### config.mk
export PLATFORM = sky130hd
export DESIGN_NAME = debounced_press_toggle_top
export DESIGN_NICKNAME = d
export VERILOG_FILES = /design/src/dpt_pkg.sv /design/src/debounced_press_toggle_top.sv
export SDC_FILE = /design/constraint.sdc
export NUM_CORES = 1
export LEC_CHECK = 0
export ABC_AREA = 1
export BUFFER_PORTS_ARGS = -buffer_cell sky130_fd_sc_hd__buf_2
export CORE_MARGIN = 10
export CORE_UTILIZATION = 40
export CTS_BUF_LIST = sky130_fd_sc_hd__clkbuf_16
export CTS_CLUSTER_DIAMETER = 200
export DETAILED_ROUTE_END_ITERATION = 8
export GPL_TIMING_DRIVEN = 1
export PLACE_DENSITY = 0.64
export RECOVER_POWER = 100
export SKIP_CTS_REPAIR_TIMING = 1
export SLEW_MARGIN = 10
export SYNTH_ARGS = -nofsm -noshare
export SYNTH_HDL_FRONTEND = slang
export SYNTH_SLANG_ARGS = --single-unit
### constraint.sdc
create_clock -name clk -period 5.5 [get_ports clk]
set_input_delay 0.55 -clock clk [delete_from_list [all_inputs] [get_ports clk]]
set_output_delay 0.55 -clock clk [all_outputs]
set_load 0.1 [all_outputs]
### src/dpt_pkg.sv
`timescale 1ns / 1ps

package dpt_pkg;

  // register map
  localparam int unsigned CfgAddrWidth = 3;
  localparam logic CFG_DEB_LIMIT = 1'b0;
  localparam logic CFG_HOLD_LIMIT = 1'b1;

  // reset values of the configuration registers, and the ceiling of the held counter
  localparam logic [7:0] DEBOUNCE_RESET = 8'd10;
  localparam logic [15:0] LONG_PRESS_RESET = 16'd100;
  localparam logic [15:0] HELD_MAX = 16'hFFFF;

  // one result item
  typedef struct packed {
    logic switch_on;
    logic state_changed;
    logic partner_off;
  } result_t;

endpackage

### src/debounced_press_toggle_top.sv
`timescale 1ns / 1ps

// channel   | direction | handshake            | payload
// ----------+-----------+----------------------+------------------------------------
// input     | in        | in_valid / in_stall  | raw_level, forced_off
// output    | out       | out_valid / out_stall| switch_on, state_changed, partner_off
// config    | in/out    | apb psel/penable     | paddr, pwdata, prdata, pready
//
// one request per cycle while in_stall is low: the state update is one pass of logic at
// the accept edge, and its result is registered in the output or the skid register.
// a two-entry output buffer (output register plus skid register) lets a request
// be accepted while a result waits; in_stall rises only when both entries are full.
// rst is synchronous and resets the debounce state, the buffer and the registers.

module debounced_press_toggle_top (
  input  logic                                 clk,
  input  logic                                 rst,
  // input channel
  input  logic                                 in_valid,
  output logic                                 in_stall,
  input  logic                                 raw_level,
  input  logic                                 forced_off,
  // output channel
  output logic                                 out_valid,
  input  logic                                 out_stall,
  output logic                                 switch_on,
  output logic                                 state_changed,
  output logic                                 partner_off,
  // configuration port
  input  logic                                 psel,
  input  logic                                 penable,
  input  logic                                 pwrite,
  input  logic [dpt_pkg::CfgAddrWidth-1:0]     paddr,
  input  logic [31:0]                          pwdata,
  output logic [31:0]                          prdata,
  output logic                                 pready
);

  logic [7:0]  deb_limit;
  logic [15:0] hold_limit;

  logic [7:0]  integrator, integrator_next;
  logic [15:0] held_ticks, held_ticks_next;
  logic        released_flag, released_flag_next;
  logic        toggle_armed, toggle_armed_next;
  logic        target_on, target_on_next;
  logic        on_state, on_state_next;

  dpt_pkg::result_t result_next;
  dpt_pkg::result_t out_data;
  dpt_pkg::result_t skid_data;
  logic             skid_valid;

  logic        in_accept;
  logic        out_pop;
  logic        cfg_write;
  logic [7:0]  integ_step;
  logic [15:0] held_inc;

  assign pready    = 1'b1;
  assign cfg_write = psel && penable && pwrite;
  assign in_stall  = skid_valid;
  assign in_accept = in_valid && !skid_valid;
  assign out_pop   = out_valid && !out_stall;

  // configuration registers
  always_ff @(posedge clk) begin
    if (rst) begin
      deb_limit  <= dpt_pkg::DEBOUNCE_RESET;
      hold_limit <= dpt_pkg::LONG_PRESS_RESET;
    end else if (cfg_write) begin
      unique case (paddr[2])
        dpt_pkg::CFG_DEB_LIMIT:  deb_limit  <= pwdata[7:0];
        dpt_pkg::CFG_HOLD_LIMIT: hold_limit <= pwdata[15:0];
        default: ;
      endcase
    end
  end

  // register read back
  always_comb begin
    unique case (paddr[2])
      dpt_pkg::CFG_DEB_LIMIT:  prdata = {24'd0, deb_limit};
      dpt_pkg::CFG_HOLD_LIMIT: prdata = {16'd0, hold_limit};
      default:                 prdata = 32'd0;
    endcase
  end

  // debounce and press update for one tick
  always_comb begin
    released_flag_next = released_flag;
    toggle_armed_next  = toggle_armed;
    target_on_next     = target_on;
    held_ticks_next    = held_ticks;
    on_state_next      = forced_off ? 1'b0 : on_state;
    result_next.partner_off = 1'b0;

    // saturating integrator
    integ_step = integrator;
    if (!raw_level) begin
      if (integrator != 8'd0) integ_step = integrator - 8'd1;
    end else if (integrator < deb_limit) begin
      integ_step = integrator + 8'd1;
    end
    integrator_next = integ_step;

    held_inc = (held_ticks != dpt_pkg::HELD_MAX) ? held_ticks + 16'd1 : held_ticks;

    priority if (integ_step == 8'd0) begin
      // switch held
      held_ticks_next = held_inc;
      if (held_inc >= hold_limit) begin
        held_ticks_next         = hold_limit;
        result_next.partner_off = 1'b1;
        toggle_armed_next       = 1'b0;
        if (!on_state_next) begin
          target_on_next = 1'b1;
          on_state_next  = 1'b1;
        end
      end else if (on_state_next) begin
        if (released_flag) begin
          toggle_armed_next = 1'b1;
          target_on_next    = 1'b0;
        end
      end else begin
        target_on_next    = 1'b1;
        toggle_armed_next = 1'b1;
      end
      released_flag_next = 1'b0;
    end else if (integ_step >= deb_limit) begin
      // debounced release
      if (toggle_armed) on_state_next = target_on;
      target_on_next     = 1'b0;
      toggle_armed_next  = 1'b0;
      released_flag_next = 1'b1;
      held_ticks_next    = 16'd0;
      integrator_next    = deb_limit;
    end else begin
    end

    result_next.switch_on     = on_state_next;
    result_next.state_changed = on_state_next != on_state;
  end

  // tick state
  always_ff @(posedge clk) begin
    if (rst) begin
      integrator    <= 8'd0;
      held_ticks    <= 16'd0;
      released_flag <= 1'b1;
      toggle_armed  <= 1'b0;
      target_on     <= 1'b0;
      on_state      <= 1'b0;
    end else if (in_accept) begin
      integrator    <= integrator_next;
      held_ticks    <= held_ticks_next;
      released_flag <= released_flag_next;
      toggle_armed  <= toggle_armed_next;
      target_on     <= target_on_next;
      on_state      <= on_state_next;
    end
  end

  // output register and skid register valid bits
  always_ff @(posedge clk) begin
    if (rst) begin
      out_valid  <= 1'b0;
      skid_valid <= 1'b0;
    end else if (skid_valid) begin
      if (out_pop) skid_valid <= 1'b0;
    end else if (in_accept) begin
      out_valid <= 1'b1;
      if (out_valid && !out_pop) skid_valid <= 1'b1;
    end else if (out_pop) begin
      out_valid <= 1'b0;
    end
  end

  // result payload
  always_ff @(posedge clk) begin
    if (skid_valid) begin
      if (out_pop) out_data <= skid_data;
    end else if (in_accept) begin
      if (!out_valid || out_pop) out_data <= result_next;
      else skid_data <= result_next;
    end
  end

  assign switch_on     = out_data.switch_on;
  assign state_changed = out_data.state_changed;
  assign partner_off   = out_data.partner_off;

  // the skid entry is only ever filled behind a full output register
  a_skid_behind_out: assert property (@(posedge clk) disable iff (rst)
    skid_valid |-> out_valid)
    else $error("skid register holds a result while the output register is empty");

  // a long press always leaves the switch on
  a_long_press_on: assert property (@(posedge clk) disable iff (rst)
    in_accept && result_next.partner_off |-> result_next.switch_on)
    else $error("long press result with the switch off");

  // an accepted request always lands in the output buffer, with out_valid high next cycle
  a_accept_lands: assert property (@(posedge clk) disable iff (rst)
    in_accept |=> out_valid)
    else $error("accepted request did not reach the output buffer");

  // a full buffer that is not drained stays full
  a_full_holds: assert property (@(posedge clk) disable iff (rst)
    skid_valid && out_stall |=> skid_valid && $stable(out_data))
    else $error("full buffer changed while the output was stalled");

endmodule
==> results of run 1 <==
sequential cells by signal, indices dropped and copies added (netlist names):
signal / flops
toggle_armed: 1
hold_limit: 16
integrator: 8
target_on: 1
on_state: 1
held_ticks: 16
in_stall: 1
partner_off: 1
released_flag: 1
deb_limit: 8
out_valid: 1
switch_on: 1
skid_data: 3
state_changed: 1
synth_stat cells, drive strengths merged, types with 6 or more instances:
cell type,count
nand3,40
o21ai,71
xor2,14
nor2,66
a21oi,53
inv,87
ha,34
edfxtp,6
nand2,179
nor3,7
dfxtp,54
buf,26
nand4,9
o211ai,9
clkbuf,14
worst reg2reg max path: stages, from the launching register on:
cell     delay, ps
dfxtp_1        350
inv_1           80
nor3_1         290
nand4_1        190
nor2_1         180
nand3_1        120
nor2_1         190
nand2_1        100
xor2_1         140
nand2_1        100
ha_1           310
nand2_1         70
inv_1           50
nand3_1         90
nor3_1         280
nand3_1        120
nand3_1        290
nand3_1        220
inv_1          530
nand2_1        130
nand2_1         90
nor2_1          40
nor2_1         130
where the power goes:
group | internal [mW] | switching [mW] | total, mW
Sequential | 0.487 | 0.0483 | 0.535
Clock | 0.344 | 0.206 | 0.550
Combinational | 0.168 | 0.419 | 0.588
Total | 0.999 | 0.673 | 1.67
kinds of logic after synthesis:
logic type	count (synthesis)
AOI/OAI and AO/OA	139
xor gates and xnor gates	16
adders and majority gates	34
buffers and inverters	129
DFF	60
muxes	1
other	2
and+or+nand+nor	302
final cells by class:
type / count / area [sq um] / share of cell area [%]
Sequential cell: 60 / 1260 / 25.4
Clock buffer: 9 / 225 / 4.54
Clock inverter: 7 / 58.8 / 1.18
Inverter: 89 / 334 / 6.73
Timing Repair Buffer: 47 / 210 / 4.23
Multi-Input combinational cell: 509 / 2700 / 54.4
Tap cell: 140 / 175 / 3.53
final timing paths:
check	to	from	slack (ps)	cells after the start
setup / recovery	held_ticks[13]	held_ticks[0]	1360	22
hold reg to reg	target_on	target_on	480	2
hold / removal	hold_limit[6]	pwdata[6]	450	3
setup reg to reg	held_ticks[13]	held_ticks[0]	1360	22
layer usage:
| metal | part of all wire (%) | wire length [um] | GRT usage, % |
|---|---|---|---|
| met1 | 45 | 5320 | 16.5 |
| met2 | 49 | 5810 | 26.2 |
| met3 | 4.9 | 586 | 3.02 |
| met4 | 1.5 | 173 | 5.29 |
| met5 | 0 | 0 | 0 |
==> metrics, run 1 <==
status=finished clean; final HPWL from detailed placement=9050 um; clock root buffer=clkbuf_16; ranking of synthesized cells by area=dfxtp_1 (24%), nand2_1 (14%), ha_1 (9.4%); VDD IR max=between 150 and 200 uV; Setup Slack @ Placement=1680 ps; # setup viols final=0; dpl cells=845; Max-Cap Viols=0; Core Area=around 11,000 sq um; final instance area=between 4000 and 5000 sq um; PortBufs=46; XOR/XNOR Fraction of Synth Area=3.11%; Tcrit/Tclk final=75.2%; Setup TNS=0 ps; synthesized instance count=~680; crit-path leading delay family=simple AND/OR/NAND/NOR gates; Final WS setup=1360 ps; number of synthesized flops with an enable pin=6; clock slew at reported path FFs=approximately 60 ps; dpl cell area=approximately 4700 sq um; H-tree Lvls=3; GR Overflow Total=0; CP max stage cell=inv_1; worst-skew pair later-pin latency=330 ps; Post-Synth Adder-Cell Area=approximately a tenth; CTS sink count=60; initial drt markers=approximately 180; I/O pin count=82; fin cells=861; CP max FO=17; Placement Rows=38; Peak Freq=242 MHz; Filler Cell Count=around 1,100; share of cells above drive strength 1=about a tenth; WHS=452 ps; commonest non-fill, non-tap cell in the layout=nand2_1; post-synthesis cell area=around 4500 sq um; crit end category=flip-flop; RSZ-0062 raised after global routing=no; Slew @ Worst Pin=1190 ps; largest net degree at the start of global routing=48; Final nets=approximately 790; Synth Area in Compound Gates=approximately 17%; initial antenna violation count=0; largest family of logic cells by synthesized area=simple AND/OR/NAND/NOR gates; synth warn=0; commonest non-fill, non-tap cells in the layout=nand2_1 (170), inv_1 (78), o21ai_0 (64); Die W=between 100 and 150 um; Longest Clk Path Bufs=2; via count=4,297; commonest register cell after synthesis=dfxtp_1; crit path kind=flip-flop to flip-flop; Worst slew margin=about a fifth; Via-to-Cell Ratio=about 5; vias in the first global route=4,251; Clock Skew=between 8 and 9 ps; drt wl/cell=approximately 14 um; Routed WL=about 12,000 um; max-slew violation count=0; FF+latch count, synth=60; WP data required=around 5800 ps; Final Util=between 40% and 50%; Die H=between 100 and 150 um; simple-gate share of the synthesized area=29.4%; routability cong.=0.851; mux cell area share after synthesis=less than 1%; Num CTS Buffers=9; DR DRC count=0; worst path cell trace=inv_1 -> nor3_1 -> nand4_1 -> nor2_1 -> nand3_1 -> nor2_1 -> nand2_1 -> xor2_1 -> nand2_1 -> ha_1 -> nand2_1 -> inv_1 -> nand3_1 -> nor3_1 -> nand3_1 -> nand3_1 -> nand3_1 -> inv_1 -> nand2_1 -> nand2_1 -> nor2_1 -> nor2_1; syn_area_per_cell=between 6 and 7 sq um; Hold Path Class=input port to flip-flop; Pwr Total=approximately 1.7 mW; Total Routing Usage GR=between 10% and 20%; synth-to-layout area growth=10.2%; Final min period=4140 ps; TritonCTS clock tree=built; ANT nets after route=0; post-synthesis sequential area ratio=between 20 and 30%; Leak=approximately 2.4 nW; Async SR Flop Fraction=0%; Die Area=approximately 16,000 sq um; crit-path max cell delay=around 530 ps; first-pass GRT wire length=approximately 20,000 um; critical path launch point type=flip-flop; share of the synthesized area in the top cell type=between 20% and 30%; PD cells=about 340 nW/um^2; Synth area leader=dfxtp_1; Starting Density=41.2%; Final Hold Viols=0; Initial DRT Pass Iterations=5; CP arrival=4400 ps; synth unique cells=37; Bufs and invs on worst path=3; diode count=0
No activity file was read; power rests on OpenSTA's default activity.
==> inputs of run 2 (changes only) <==
==> constraint.sdc (replaced) <==
create_clock -name clk -period 4.17 [get_ports clk]
set_input_delay 0.417 -clock clk [delete_from_list [all_inputs] [get_ports clk]]
set_output_delay 0.417 -clock clk [all_outputs]
set_load 0.1 [all_outputs]
==> run 2 against run 1 <==
Critical path depth fell by 1. Cell area is 0.23% higher. Clock-buffer cell count did not move. Sequential share of layout area down 0.057 points. Clock skew fell by 0.62 ps. Register-to-register slack worse by 940 ps. Largest power group unchanged. Clock power rose by 29%. Combinational power increased by 32%. Routed wire length about the same. Setup slack worse by 940 ps. Via count up 1.4%.
==> metrics, run 2 (synthesis gave the netlist of run 1 again) <==
Starting Density=41.2% (unchanged); Reg-to-Reg Start=deb_limit[7]; final HPWL from detailed placement=9080 um (+0.37%); initial antenna violation count=0 (unchanged); first-pass GRT wire length=19,900 um (+1.3%); Setup TNS=0 ps (unchanged); crit-path max cell delay=460 ps (-70 ps); Die W=126 um (unchanged); clock root buffer=clkbuf_16; # setup viols final=0 (unchanged); I/O pin count=82 (unchanged); Final Util=45.5% (+0.10 points); status=finished clean; share of cells above drive strength 1=9.70% (+0.26 points); TritonCTS clock tree=built; Worst Min Path Start=pwdata[6]; vias in the first global route=4,288 (+0.87%); Clock Skew=7.57 ps (-0.621 ps); DR DRC count=0 (unchanged); Die Area=15,900 sq um (unchanged); clock slew at reported path FFs=50 ps (about the same); Final min period=3750 ps (-386 ps); critical path launch point type=flip-flop; R2R cell count=21 (-4.5%); Hold Path Class=input port to flip-flop; Via-to-Cell Ratio=5.06 (+1.3%); Max-Cap Viols=0 (unchanged); R2R Path End=target_on; Register Area=1260 sq um (unchanged); GR Util met2=26.4% (+0.21 points); Core Area=10,900 sq um (unchanged); crit-path most repeated cell=nand2_1; WP data required=4390 ps (-1380 ps); PortBufs=46 (unchanged); Tcrit/Tclk final=89.9% (+15 points); Filler Cell Count=1,127 (+0.71%); Longest Clk Path Bufs=2 (unchanged); crit path kind=flip-flop to flip-flop; worst path cell trace=inv_1 -> ha_1 -> a21oi_1 -> nand2_1 -> nor3_1 -> nand2_1 -> nand2_1 -> nand3_1 -> nand2_1 -> inv_1 -> ha_1 -> a21oi_1 -> o21a_1 -> nand3_1 -> inv_1 -> nand2_1 -> nand2_1 -> buf_4 -> nor2_1 -> nor2_1 -> nor2_1; WHS Endpoint=hold_limit[6]; hold depth=3 (unchanged); Multi-input gate area=2710 sq um (+0.28%); Placement Rows=38 (unchanged); Final WS setup=420 ps (-944 ps); Num CTS Buffers=9 (unchanged); routability cong.=0.854 (+0.38%); H-tree Lvls=3 (unchanged); CP arrival=3970 ps (-430 ps); GR peak layer=met2; Peak Freq=267 MHz (+10%); CP max stage cell=inv_1; diode count=0 (unchanged); Final Hold Viols=0 (unchanged); Routed WL=11,900 um (about the same); worst-skew pair later-pin latency=330 ps (about the same); Worst slew margin=21.2% (+0.10 points); Leak=2.43 nW (+0.69%); Die H=126 um (unchanged); GR Overflow Total=0 (unchanged); crit end category=flip-flop; commonest non-fill, non-tap cells in the layout=nand2_1 (171), inv_1 (79), o21ai_0 (63); via count=4,358 (+1.4%); Initial DRT Pass Iterations=5 (unchanged); max-slew violation count=0 (unchanged); reg-to-reg slack, setup=420 ps (-940 ps); CTS sink count=60 (unchanged); Total Routing Usage GR=14.7% (+0.17 points); ANT nets after route=0 (unchanged); met1 Usage GRT=16.6% (+0.19 points); commonest non-fill, non-tap cell in the layout=nand2_1; Largest regs=held_ticks x16, hold_limit x16; RSZ-0062 raised after global routing=no; drt wl/cell=13.8 um (about the same); synth-to-layout area growth=10.5%; Slew @ Worst Pin=1190 ps (-1.50 ps); CP max FO=20 (+3); VDD IR max=209 uV (+32%); initial drt markers=207 (+17%); Final nets=795 (+0.13%); PD cells=441 nW/um^2 (+31%); largest net degree at the start of global routing=34 (-29%); M3 GR Usage=3.10% (+0.084 points); Setup Slack @ Placement=394 ps (-1290 ps)
## run 2: changes by cell type in the layout (fill, tap and decap cells not counted), sizes merged
cell	change
buf	+1
clkinv	-1
clkinvlp	-1
inv	+2
## run 2: how the worst max path moves through the flow
stage / startpoint / end / slack (ps) / depth (start not counted)
final: deb_limit[7] / target_on / 420 / 21
after CTS: held_ticks[0] / held_ticks[1] / 370 / 22
after detailed placement: held_ticks[0] / held_ticks[1] / 390 / 22
after global placement: held_ticks[0] / held_ticks[14] / 470 / 22
after floorplan: paddr[2] / prdata[4] / 860 / 3
after global routing: held_ticks[2] / held_ticks[0] / 20 / 22
## run 2: per-stage QoR
step / hold WS [ps] / area (sq um) / power (mW) / std cells
after detailed placement: 482 / 4730 / 1.49 / 846
after CTS: 319 / 5000 / 2.21 / 862
final: 327 / 4980 / 2.20 / 862
after floorplan: 451 / 4560 / 1.35 / 698
after global routing: 352 / 4980 / 2.34 / 862
after global placement: 470 / 4730 / 1.47 / 846
## run 2: area by class of cell
type | instances | area share (%)
Inverter | 89 | 6.74
Clock buffer | 9 | 4.53
Timing Repair Buffer | 48 | 4.38
Clock inverter | 7 | 1.08
Tap cell | 140 | 3.52
Sequential cell | 60 | 25.3
Multi-Input combinational cell | 509 | 54.4
## run 2: where the power goes
group          total [mW]  internal [mW]  switching (mW)  leakage, nW
sequential          0.708          0.642          0.0656        0.499
clock               0.712          0.450           0.262        0.148
combinational       0.776          0.224           0.552         1.78
## run 2: critical path, delay by kind of cell, from the launching register on
kind,cells,cell delay [ps]
buf+inv,4,910
compound gates,3,480
flops,1,330
fa+ha+maj,2,610
simple gates,12,1320
## run 2: per-layer routing
| metal | part of all wire, % | routed length [um] |
|---|---|---|
| met5 | 0 | 0 |
| met4 | 1.8 | 214 |
| met3 | 5.1 | 606 |
| met2 | 50 | 5910 |
| met1 | 43 | 5160 |
